[src/fcm_pkg.sv]
package fcm_pkg;

   // Field widths of the request and response transfers
   localparam int MODE_W  = 3;
   localparam int INDEX_W = 16;
   localparam int VALUE_W = 16;
   localparam int STAT_W  = 2;
   localparam int BLOCK_W = 16;
   localparam int TALLY_W = 13;
   localparam int REQ_W   = 40;
   localparam int RSP_W   = 32;

   // Width used for unsigned compares between counters and the entry count
   localparam int CMP_W = 17;

   // Table entry that closes a chain, and a free entry
   localparam logic [BLOCK_W-1:0] END_MARK   = 16'hFFFF;
   localparam logic [BLOCK_W-1:0] FREE_ENTRY = 16'h0000;

   // Reset value of the block count register
   localparam logic [TALLY_W-1:0] BLOCKS_RESET = 13'd4096;

   typedef logic [MODE_W-1:0] mode_type;
   localparam mode_type MODE_LOAD   = 3'd0;
   localparam mode_type MODE_NEXT   = 3'd1;
   localparam mode_type MODE_APPEND = 3'd2;
   localparam mode_type MODE_FREE   = 3'd3;
   localparam mode_type MODE_COUNT  = 3'd4;

   typedef logic [STAT_W-1:0] status_type;
   localparam status_type STAT_OK     = 2'd0;
   localparam status_type STAT_NOFREE = 2'd1;
   localparam status_type STAT_RANGE  = 2'd2;
   localparam status_type STAT_LONG   = 2'd3;

   // Request transfer layout, mode in the lowest bits
   typedef struct packed {
      logic [REQ_W-MODE_W-INDEX_W-VALUE_W-1:0] pad;
      logic [VALUE_W-1:0]                      value;
      logic [INDEX_W-1:0]                      index;
      mode_type                                mode;
   } req_type;

   // Response transfer layout, status in the lowest bits
   typedef struct packed {
      logic [RSP_W-STAT_W-BLOCK_W-TALLY_W-1:0] pad;
      logic [TALLY_W-1:0]                      tally;
      logic [BLOCK_W-1:0]                      block;
      status_type                              status;
   } rsp_type;

   // Commands from the controller to the datapath
   typedef struct packed {
      logic       capture;     // latch a request and start a fresh result
      logic       clr;         // clear one entry of the reset pass
      logic       scan;        // advance the first-fit / counting scan
      logic       scan_count;  // count free entries seen by the scan
      logic       pick;        // hold the scan hit as the chosen block
      logic       read_cur;    // read the entry at the current index
      logic       load_wr;     // write the request value at the current index
      logic       take_block;  // hold the read entry as the result block
      logic       link_wr;     // write the chosen block into the tail entry
      logic       mark_wr;     // mark the chosen block as a chain end
      logic       walk_clear;  // clear the walked entry and follow its link
      logic       set_status;  // load the status code below
      status_type status;
      logic       block_end;   // load the end mark as the result block
      logic       out_load;    // move the result to the response register
   } fcm_cmd_type;

   // Status from the datapath to the controller
   typedef struct packed {
      mode_type mode;
      logic     cur_none;
      logic     cur_in_range;
      logic     tally_full;
      logic     scan_more;
      logic     scan_pend;
      logic     hit;
      logic     clr_last;
   } fcm_stat_type;

endpackage

[src/fcm_ctrl.sv]
module fcm_ctrl (
   input  logic                 clock,
   input  logic                 reset,
   input  logic                 req_tvalid,
   output logic                 req_tready,
   output logic                 rsp_tvalid,
   input  logic                 rsp_tready,
   input  fcm_pkg::fcm_stat_type stat,
   output fcm_pkg::fcm_cmd_type  cmd
);
   import fcm_pkg::*;

   typedef enum logic [3:0] {
      ST_CLEAR,
      ST_IDLE,
      ST_EXEC,
      ST_READ_WAIT,
      ST_SCAN,
      ST_LINK,
      ST_MARK,
      ST_WALK_CHECK,
      ST_WALK_CLEAR,
      ST_FINISH
   } state_type;

   state_type state_ff, state_in;
   logic      rsp_valid_ff, rsp_valid_in;

   assign req_tready = (state_ff == ST_IDLE);
   assign rsp_tvalid = rsp_valid_ff;

   // Sequence one operation
   always_comb begin
      state_in     = state_ff;
      cmd          = '0;
      cmd.status   = STAT_OK;
      rsp_valid_in = rsp_valid_ff && !rsp_tready;
      case (state_ff)
         ST_CLEAR: begin
            cmd.clr = 1'b1;
            if (stat.clr_last) begin
               state_in = ST_IDLE;
            end
         end
         ST_IDLE: begin
            if (req_tvalid) begin
               cmd.capture = 1'b1;
               state_in    = ST_EXEC;
            end
         end
         ST_EXEC: begin
            state_in = ST_FINISH;
            case (stat.mode)
               MODE_LOAD: begin
                  if (stat.cur_in_range) begin
                     cmd.load_wr = 1'b1;
                  end else begin
                     cmd.set_status = 1'b1;
                     cmd.status     = STAT_RANGE;
                  end
               end
               MODE_NEXT: begin
                  if (stat.cur_in_range) begin
                     cmd.read_cur = 1'b1;
                     state_in     = ST_READ_WAIT;
                  end else begin
                     cmd.set_status = 1'b1;
                     cmd.status     = STAT_RANGE;
                  end
               end
               MODE_APPEND: begin
                  if (!stat.cur_none && !stat.cur_in_range) begin
                     cmd.set_status = 1'b1;
                     cmd.status     = STAT_RANGE;
                  end else begin
                     state_in = ST_SCAN;
                  end
               end
               MODE_FREE: begin
                  state_in = ST_WALK_CHECK;
               end
               MODE_COUNT: begin
                  state_in = ST_SCAN;
               end
               default: begin
                  state_in = ST_FINISH;
               end
            endcase
         end
         ST_READ_WAIT: begin
            cmd.take_block = 1'b1;
            state_in       = ST_FINISH;
         end
         ST_SCAN: begin
            cmd.scan       = 1'b1;
            cmd.scan_count = (stat.mode == MODE_COUNT);
            if (stat.mode == MODE_APPEND && stat.hit) begin
               cmd.pick = 1'b1;
               state_in = ST_LINK;
            end else if (!stat.scan_more && !stat.scan_pend) begin
               if (stat.mode == MODE_APPEND) begin
                  cmd.set_status = 1'b1;
                  cmd.status     = STAT_NOFREE;
                  cmd.block_end  = 1'b1;
               end
               state_in = ST_FINISH;
            end
         end
         ST_LINK: begin
            cmd.link_wr = !stat.cur_none;
            state_in    = ST_MARK;
         end
         ST_MARK: begin
            cmd.mark_wr = 1'b1;
            state_in    = ST_FINISH;
         end
         ST_WALK_CHECK: begin
            if (stat.cur_none) begin
               state_in = ST_FINISH;
            end else if (!stat.cur_in_range) begin
               cmd.set_status = 1'b1;
               cmd.status     = STAT_RANGE;
               state_in       = ST_FINISH;
            end else if (stat.tally_full) begin
               cmd.set_status = 1'b1;
               cmd.status     = STAT_LONG;
               state_in       = ST_FINISH;
            end else begin
               cmd.read_cur = 1'b1;
               state_in     = ST_WALK_CLEAR;
            end
         end
         ST_WALK_CLEAR: begin
            cmd.walk_clear = 1'b1;
            state_in       = ST_WALK_CHECK;
         end
         ST_FINISH: begin
            // Hold the result until the response register is free
            if (!rsp_valid_ff || rsp_tready) begin
               cmd.out_load = 1'b1;
               rsp_valid_in = 1'b1;
               state_in     = ST_IDLE;
            end
         end
         default: begin
            state_in = ST_IDLE;
         end
      endcase
   end

   always_ff @(posedge clock) begin
      if (reset) begin
         state_ff     <= ST_CLEAR;
         rsp_valid_ff <= 1'b0;
      end else begin
         state_ff     <= state_in;
         rsp_valid_ff <= rsp_valid_in;
      end
   end

endmodule

[config.mk]
export PLATFORM = sky130hd
export DESIGN_NAME = fcm_ctrl
export DESIGN_NICKNAME = d
export VERILOG_FILES = /design/src/fcm_pkg.sv /design/src/fcm_ctrl.sv
export SDC_FILE = /design/constraint.sdc
export NUM_CORES = 1
export LEC_CHECK = 0
export ABC_AREA = 1
export BUFFER_PORTS_ARGS = -buffer_cell sky130_fd_sc_hd__buf_2
export CAP_MARGIN = 40
export CORE_UTILIZATION = 44
export CTS_CLUSTER_DIAMETER = 30
export CTS_CLUSTER_SIZE = 24
export DETAILED_ROUTE_END_ITERATION = 10
export GPL_TIMING_DRIVEN = 0
export PLACE_DENSITY = 0.85
export SYNTH_ARGS = -nofsm -noshare
export SYNTH_HDL_FRONTEND = slang
export SYNTH_SLANG_ARGS = --single-unit
[constraint.sdc]
create_clock -name clock -period 1.7 [get_ports clock]
set_input_delay 0.34 -clock clock [delete_from_list [all_inputs] [get_ports clock]]
set_output_delay 0.34 -clock clock [all_outputs]
set_load 0.02 [all_outputs]
==> results_dict.tcl, run 1 <==
set metrics [dict create \
    status "finished, violations left" \
    violations "negative setup slack" \
    row_count 13 \
    antenna_cells 0 \
    clock_skew_ps 0.524 \
    post-route-drc-count 0 \
    worstPathRequired_ps 1360 \
    vias 970 \
    drive_gt1_share_pct 44.7 \
    ys_seq_area_share_pct 15.4 \
    grt_max_degree 7 \
    grtUsageTotal_pct 24.7 \
    final_area_sq_um 1010 \
    power.leakage_nw 0.592 \
    yosys.area.top_type_share_pct 16.2 \
    setup_viol 2 \
    n_fill_cell 106 \
    crit_path_end_kind "primary output" \
    synth_cell_types 21 \
    yosys_register_bits 5 \
    crit_fanout 6 \
    r2r_setup_slack_ps 280 \
    cts_inserted_buffers 3 \
    area_growth_pct 55.8 \
    peakVddDrop_mv 0.585 \
    power.total_mw 1.00 \
    postCtsHoldBufs 0 \
    yosys_warnings 0 \
    postLayoutCoreUtil_pct 76.0 \
    htreeDepth 1 \
    cp_cell_sequence "inv_2, nand2_4, nor2_4, nand2_2, nor3_4, inv_2, nand3_2, buf_6" \
    slew_headroom_pct 83.4 \
    die_w_um 40.5 \
    r2r-start "state_ff[3]$_SDFFE_PP0P_" \
    routedWlPerCell_um 11.4 \
    hold_end "state_ff[3]$_SDFFE_PP0P_" \
    grt_pass1_wl_um 2770 \
    synth_area_leaders "nand2_1, dfxtp_1, nor2_1" \
    cts_tree "yes" \
    antenna_found_initial 0 \
    hold_viol 0 \
    gp_congestion 0.859 \
    initial_core_util_pct 48.8 \
    synth_top_cell_by_area "nand2_1" \
    async_flop_share_pct 0 \
    syn-num-nets 138 \
    clockRootBuffer "clkbuf_4" \
    p_per_area_nw_per_um2 990 \
    grt_pass1_vias 679 \
    nets 185 \
    slowest_stage "dfxtp_2" \
    synth.most_common_cell "nand2_1" \
    whs_path_depth 2 \
    critPathArrivalTime_ps 1370 \
    drt_iter0_drc 33 \
    dieArea_sq_um 1640 \
    dp.cells 170 \
    period_share_pct 101 \
    post-route-min-period_ps 1710 \
    worst_slack_ps -13.7 \
    clkLatencyLatePin_ps 240 \
    cts_buffer_depth 2 \
    r2r.worst_path.cells 10 \
    maxCapViolations 0 \
    crit_type "flip-flop to primary output" \
    netlist_instances 124 \
    portBuffers 31 \
    drtAntennaViolNets 0 \
    worstHoldStart "reset" \
    clock_sinks 5 \
    grt_overflow 0 \
    dp_hpwl_um 1360 \
    synth-main-ff-cell "dfxtp_1" \
    max_freq_ghz 0.584 \
    io_pins 32 \
    maxSlewViolCount 0 \
    finalSetupTns_ps -27.1 \
    worstMarginPinSlew_ps 247 \
    start_kind "flip-flop" \
    avgSynthCellArea_sq_um 5.25 \
    r2r_end "state_ff[0]$_SDFFE_PP0P_" \
    hp-class "input port to flip-flop" \
    synth_edf_count 0 \
    routed_wl_um 2100 \
    rsz0062_at_grt "true" \
    placed_cell_area_sq_um 831 \
    cp_slowest_stage_delay_ps 340 \
    whs_ps 297 \
    dpl_worst_slack_ps 70.6 \
    clk_pin_slew_ps 40 \
    die_height_um 40.5 \
    synth_common_cells "nand2_1, nor2_1, inv_1, nand3_1, inv_2" \
    final_cell_count_no_fill 185 \
    viasPerCell 5.24 \
    drtPass1Iterations 4 \
    core_area_sq_um 1330 \
    crit_top_cell "inv_2" \
    synth.cell_area_sq_um 651 \
]
-- worst max-delay path by stage --
stage,startpoint,endpoint,slack [ps],cells after the start
floorplan,state_ff[1]$_SDFFE_PP0P_,cmd[4],-9,7
global placement,state_ff[1]$_SDFFE_PP0P_,cmd[4],90,8
detailed placement,stat[8],cmd[4],70,8
CTS,state_ff[1]$_SDFFE_PP0P_,cmd[4],-60,8
global route,state_ff[3]$_SDFFE_PP0P_,cmd[4],-90,8
finish,state_ff[3]$_SDFFE_PP0P_,cmd[4],-10,8
-- per-layer routing --
metal  track usage (%)  vias up  part of all wire [%]
met1              32.1      438                    45
met2              44.0       42                    49
li1                  -      488                     -
met5                 0        -                     0
met3              1.67        2                   4.7
met4              5.00        0                  0.86
-- critical path: cells and delay by family, from the launching register on --
kind                   cells  cell delay [ps]
buffers and inverters      3              270
and+or+nand+nor            5              520
DFF                        1              340
-- layout make-up --
| type | count | area [sq um] | share of cell area [%] |
|---|---|---|---|
| Clock buffer | 4 | 26.3 | 2.59 |
| Inverter | 25 | 93.8 | 9.26 |
| Multi-Input combinational cell | 94 | 504 | 49.8 |
| Sequential cell | 5 | 110 | 10.9 |
| Tap cell | 15 | 18.8 | 1.85 |
| Timing Repair Buffer | 42 | 260 | 25.7 |
-- repair_timing --
| action | CTS | global route |
|---|---|---|
| resized for setup | 15 | 8 |
| setup buffers | 8 | 3 |
| setup endpoints to repair | 6 | 8 |
| pin swaps | 5 | 5 |
-- cell families after synthesis --
kind of cell / count (synthesis) / synth area share [%]
and+or+nand+nor: 83 / 60.2
buffers and inverters: 25 / 14.4
AOI/OAI and AO/OA: 11 / 10.0
DFF: 5 / 15.4
-- report_power, final --
part	internal [mW]	total [mW]	switching, mW
logic	0.273	0.667	0.394
registers	0.153	0.203	0.0500
clock network	0.0885	0.134	0.0457
total	0.514	1.00	0.489
-- layout by cell type (no fill, tap or decap), drive strengths merged, types with 2 or more instances in the layout --
master and n:
nand4 2, nor2 29, nand3 15, clkbuf 4
nor3 4, inv 25, nand2 31, dfxtp 5
a21oi 2, buf 42, o21ai 7
-- flip-flops by register name, summed over array words and instances (netlist names) --
name	count
rsp_tvalid	1
state_ff	4
(Power assumes the default switching activity.)
==> run 2: changes to the inputs <==
- BUFFER_PORTS_ARGS: -buffer_cell sky130_fd_sc_hd__buf_2 -> -buffer_cell sky130_fd_sc_hd__clkbuf_2
- REMOVE_ABC_BUFFERS: unset -> 1
==> run 2 against run 1 <==
The flow still finishes with violations (negative setup slack). First-iteration DRC count increased by 100%. Sequential power about the same. Critical path depth fell by 1. Combinational power up 17%. Via count rose by 12%. Register-to-register slack worse by 70 ps. Utilization up 7.0 points. Design area increased by 9.3%. Sequential share of layout area is 0.47 points lower. Clock skew is 17 ps higher. Global-route usage up 5.6 points.
==> results_dict.tcl, run 2 (same netlist as run 1, synthesis figures left out) <==
set metrics [dict create \
    grtUsageTotal_pct 30.4 \
    pwr-share-clk_pct 13.9 \
    gp_congestion 0.856 \
    postLayoutCoreUtil_pct 83.0 \
    grt_pass1_wl_um 3180 \
    clock_skew_ps 17.1 \
    switching_share_pct 51.8 \
    drive_gt1_share_pct 47.7 \
    routed_wl_um 2950 \
    intPower_mw 0.550 \
    peakVddDrop_mv 0.668 \
    critPathArrivalTime_ps 1500 \
    die_w_um 40.5 \
    drtPass1Iterations 4 \
    top_register "state_ff" \
    drt_iter0_drc 66 \
    n_fill_cell 95 \
    hold_viol 0 \
    slowest_stage "dfxtp_4" \
    maxCapViolations 0 \
    clk_pin_slew_ps 60 \
    antenna_cells 0 \
    finalSetupTns_ps -647 \
    row_count 13 \
    worst_slack_ps -143 \
    maxSlewViolCount 0 \
    p_seq_share_pct 17.7 \
    setup_viol 6 \
    multi_input_comb_area_sq_um 528 \
    regArea_sq_um 115 \
    die_height_um 40.5 \
    post-route-drc-count 0 \
    final_common_cell "nand2_1" \
    clock_sinks 5 \
    crit_path_end_kind "primary output" \
    core_area_sq_um 1330 \
    crit_fanout 5 \
    htreeDepth 1 \
    io_pins 32 \
    drtAntennaViolNets 0 \
    antenna_found_initial 0 \
    max_freq_ghz 0.542 \
    wl_met3_um 201 \
    start_kind "flip-flop" \
    largest_register_ffs 4 \
    p_switching_mw 0.591 \
    cp_slowest_stage_delay_ps 370 \
    portBuffers 31 \
    nets 189 \
    initial_core_util_pct 48.8 \
    grt_pass1_vias 802 \
    status "finished, violations left" \
    rsz0062_at_grt "true" \
    top_layer_used "met4" \
    p_per_area_nw_per_um2 1030 \
    dieArea_sq_um 1640 \
    cp_cell_sequence "buf_4, nor2_4, inv_4, nor2_4, nand2_2, o32ai_2, buf_4" \
    viasPerCell 5.73 \
    cts_tree "yes" \
    p_comb_share_pct 68.4 \
    slew_headroom_pct 82.5 \
    wl_met2_um 1500 \
    post-route-min-period_ps 1840 \
    final_cell_mix "nand2_1, nor2_1, clkbuf_2" \
    area_growth_pct 70.2 \
    route.layer.met1.wl_um 1100 \
    period_share_pct 108 \
    crit_type "flip-flop to primary output" \
    dp_hpwl_um 1480 \
    worstMarginPinSlew_ps 262 \
    grt_overflow 0 \
    cts_buffer_depth 2 \
    clockRootBuffer "clkbuf_4" \
    violations "negative setup slack" \
    worstPathRequired_ps 1360 \
    power.leakage_nw 0.636 \
    routedWlPerCell_um 15.6 \
    vias 1083 \
    postCtsHoldBufs 0 \
    clkLatencyLatePin_ps 270 \
    hp-class "input port to flip-flop" \
    cts_inserted_buffers 3 \
    grt_max_degree 7 \
]
-- run 2: per-stage QoR --
stage               power (mW)  std cells  worst slack [ps]  hold WS [ps]  cell area (sq um)
global route              1.22        189              -175           265               1110
global placement         0.698        170              56.4           535                825
detailed placement       0.719        170              19.2           537                825
CTS                      0.949        181             -65.9           261                970
finish                    1.14        189              -143           245               1110
floorplan                0.579        124             -91.6           402                651
-- run 2: cell type report --
| cell class | count | area share, % |
|---|---|---|
| multi-input cells | 94 | 47.7 |
| repair buffers | 46 | 28.8 |
| flip-flops and latches | 5 | 10.4 |
| inverters | 25 | 8.93 |
| clock buffers | 3 | 2.03 |
| well taps | 15 | 1.69 |
| clock inverters | 1 | 0.452 |
-- run 2: timing repair --
item | CTS | global route
pin swaps | 4 | 9
resized for setup | 18 | 30
buffers inserted | 7 | 8
endpoints found under the setup margin | 7 | 9
-- run 2: layer usage --
layer | up-vias | GRT usage, %
met5 | - | 0
met4 | 0 | 25.8
met3 | 20 | 5.56
met2 | 84 | 54.0
met1 | 486 | 29.7
li1 | 493 | -
-- run 2: final timing paths --
path                            start                       end  slack (ps)  cells past startpoint
max          state_ff[3]$_SDFFE_PP0P_                   cmd[10]        -140                      7
min                             reset  state_ff[3]$_SDFFE_PP0P_         250                      2
max reg2reg  state_ff[1]$_SDFFE_PP0P_  state_ff[0]$_SDFFE_PP0P_         210                      9
min reg2reg     rsp_tvalid$_SDFF_PP0_     rsp_tvalid$_SDFF_PP0_         600                      4
-- run 2: power groups by stage --
| stage | sequential, mW | clock [mW] | combinational [mW] |
|---|---|---|---|
| after CTS | 0.202 | 0.146 | 0.601 |
| after detailed placement | 0.190 | 0 | 0.529 |
| after global placement | 0.189 | 0 | 0.509 |
| after floorplan | 0.184 | 0 | 0.395 |
| final | 0.202 | 0.158 | 0.781 |
| after global routing | 0.205 | 0.163 | 0.850 |
-- run 2: worst max-delay path, delay by kind of cell, from the launching register on --
kind,cells,cell delay [ps]
buf+inv,3,410
flops,1,370
simple gates,3,320
compound gates,1,140
==> run 3: changes to the inputs <==
- CORE_ASPECT_RATIO: unset -> 0.9
==> run 3 against run 2 <==
The flow still finishes with violations (negative setup slack). Design area down 7.3%. Sequential share of layout area up 0.82 points. Non-clock buffer count down 5. Via count down 12%. Utilization down 4.5 points. Wire length down 32%. Die area about the same. Critical path type unchanged. Critical endpoint is now cmd[2]. Highest routed layer unchanged.
==> results_dict.tcl, run 3 (same netlist as run 1, synthesis figures left out) <==
set metrics [dict create \
    setup_viol 3 \
    grt_pass1_wl_um 3220 \
    antenna_found_initial 0 \
    worstMarginPinSlew_ps 300 \
    crit_type "flip-flop to primary output" \
    grtUsageTotal_pct 26.5 \
    dp.cells 169 \
    hold_viol 0 \
    clockRootBuffer "clkbuf_4" \
    portBuffers 31 \
    r2r_end "state_ff[0]$_SDFFE_PP0P_" \
    rsz0062_at_grt "true" \
    grt_max_degree 7 \
    initial_core_util_pct 49.8 \
    grt_pass1_vias 819 \
    r2r-start "state_ff[0]$_SDFFE_PP0P_" \
    critPathArrivalTime_ps 1410 \
    core_area_sq_um 1310 \
    drtAntennaViolNets 0 \
    row_count 12 \
    status "finished, violations left" \
    hp-class "input port to flip-flop" \
    max_freq_ghz 0.572 \
    slew_headroom_pct 79.9 \
    r2r.worst_path.cells 10 \
    power.total_mw 1.06 \
    dieArea_sq_um 1640 \
    gp_congestion 0.926 \
    htreeDepth 1 \
    routedWlPerCell_um 11.0 \
    clkLatencyLatePin_ps 250 \
    p_per_area_nw_per_um2 1040 \
    die_w_um 42.5 \
    viasPerCell 5.23 \
    routed_wl_um 2020 \
    peakVddDrop_mv 0.664 \
    top_register "state_ff" \
    r2r_setup_slack_ps 200 \
    finalSetupTns_ps -117 \
    drt_iter0_drc 32 \
    worstHoldStart "reset" \
    worst_slack_ps -48.2 \
    hold_end "state_ff[3]$_SDFFE_PP0P_" \
    clock_skew_ps 6.62 \
    post-route-min-period_ps 1750 \
    grt_overflow 0 \
    start_kind "flip-flop" \
    power.leakage_nw 0.580 \
    maxSlewViolCount 0 \
    period_share_pct 103 \
    final_cell_mix "nand2_1, clkbuf_2, nor2_1" \
    final_cell_count_no_fill 183 \
    violations "negative setup slack" \
    largest_register_ffs 4 \
    maxCapViolations 0 \
    crit_fanout 6 \
    postLayoutCoreUtil_pct 78.5 \
    nets 184 \
    cts_inserted_buffers 3 \
    clock_sinks 5 \
    vias 957 \
    n_fill_cell 96 \
    cts_buffer_depth 2 \
    io_pins 32 \
    clk_pin_slew_ps 50 \
    area_growth_pct 57.7 \
    die_height_um 38.5 \
    drive_gt1_share_pct 43.8 \
    drtPass1Iterations 4 \
    cts_tree "yes" \
    final_common_cell "nand2_1" \
    whs_path_depth 2 \
    post-route-drc-count 0 \
    crit_path_end_kind "primary output" \
    worstPathRequired_ps 1360 \
    antenna_cells 0 \
    postCtsHoldBufs 0 \
    dp_hpwl_um 1480 \
]
[run 3: cell types whose count changed in the layout (fill, tap and decap cells not counted), moves of 2 or more]
cell / delta
buf_4: -6
buf_8: -2
clkbuf_4: +2
nand2_2: +2
[run 3: cell type report]
| type | count | area (sq um) | share of cell area (%) |
|---|---|---|---|
| Tap cell | 14 | 17.5 | 1.71 |
| Sequential cell | 5 | 115 | 11.2 |
| Timing Repair Buffer | 41 | 273 | 26.6 |
| Inverter | 25 | 96.3 | 9.39 |
| Multi-Input combinational cell | 94 | 498 | 48.5 |
| Clock buffer | 4 | 26.3 | 2.56 |
[run 3: routing by layer]
layer | track usage [%] | share of wire [%] | wire length [um]
met5 | 0 | 0 | 0
met1 | 31.5 | 41 | 826
met3 | 8.96 | 8.7 | 175
met2 | 47.3 | 50 | 1010
met4 | 4.69 | 0.40 | 8
[run 3: report_power, final]
part	leakage (nW)	switching, mW	internal (mW)
registers	0.0436	0.0529	0.157
clock network	0.0150	0.0509	0.0889
logic	0.521	0.413	0.301
[run 3: critical path, cell delays in order, from the launching register on]
cell,delay (ps)
dfxtp_4,360
inv_4,70
nand2_4,70
nor2_4,150
nand2_2,90
nor3_4,150
inv_2,60
nand2_1,70
clkbuf_8,150
[run 3: worst max-delay path by stage]
stage                     cells after the start                startpoint  slack (ps)     end
final                                         8  state_ff[3]$_SDFFE_PP0P_         -50  cmd[2]
after detailed placement                      8  state_ff[1]$_SDFFE_PP0P_           7  cmd[4]
after floorplan                               7  state_ff[1]$_SDFFE_PP0P_         -90  cmd[4]
after CTS                                     8  state_ff[1]$_SDFFE_PP0P_         -80  cmd[4]
after global placement                        8  state_ff[1]$_SDFFE_PP0P_          40  cmd[4]
after global routing                          8  state_ff[3]$_SDFFE_PP0P_        -130  cmd[2]
[run 3: through the flow]
stage	setup slack, ps	hold slack [ps]	cell area, sq um
floorplan	-91.6	402	651
CTS	-78.9	269	960
finish	-48.2	265	1030
detailed placement	7.17	531	823
global placement	42.6	529	823
global route	-131	259	1030
[run 3: repair_timing]
action	4_1_cts	5_1_grt
setup buffers	8	2
endpoints found under the setup margin	7	10
pin swaps	4	5
gates resized for setup	15	22
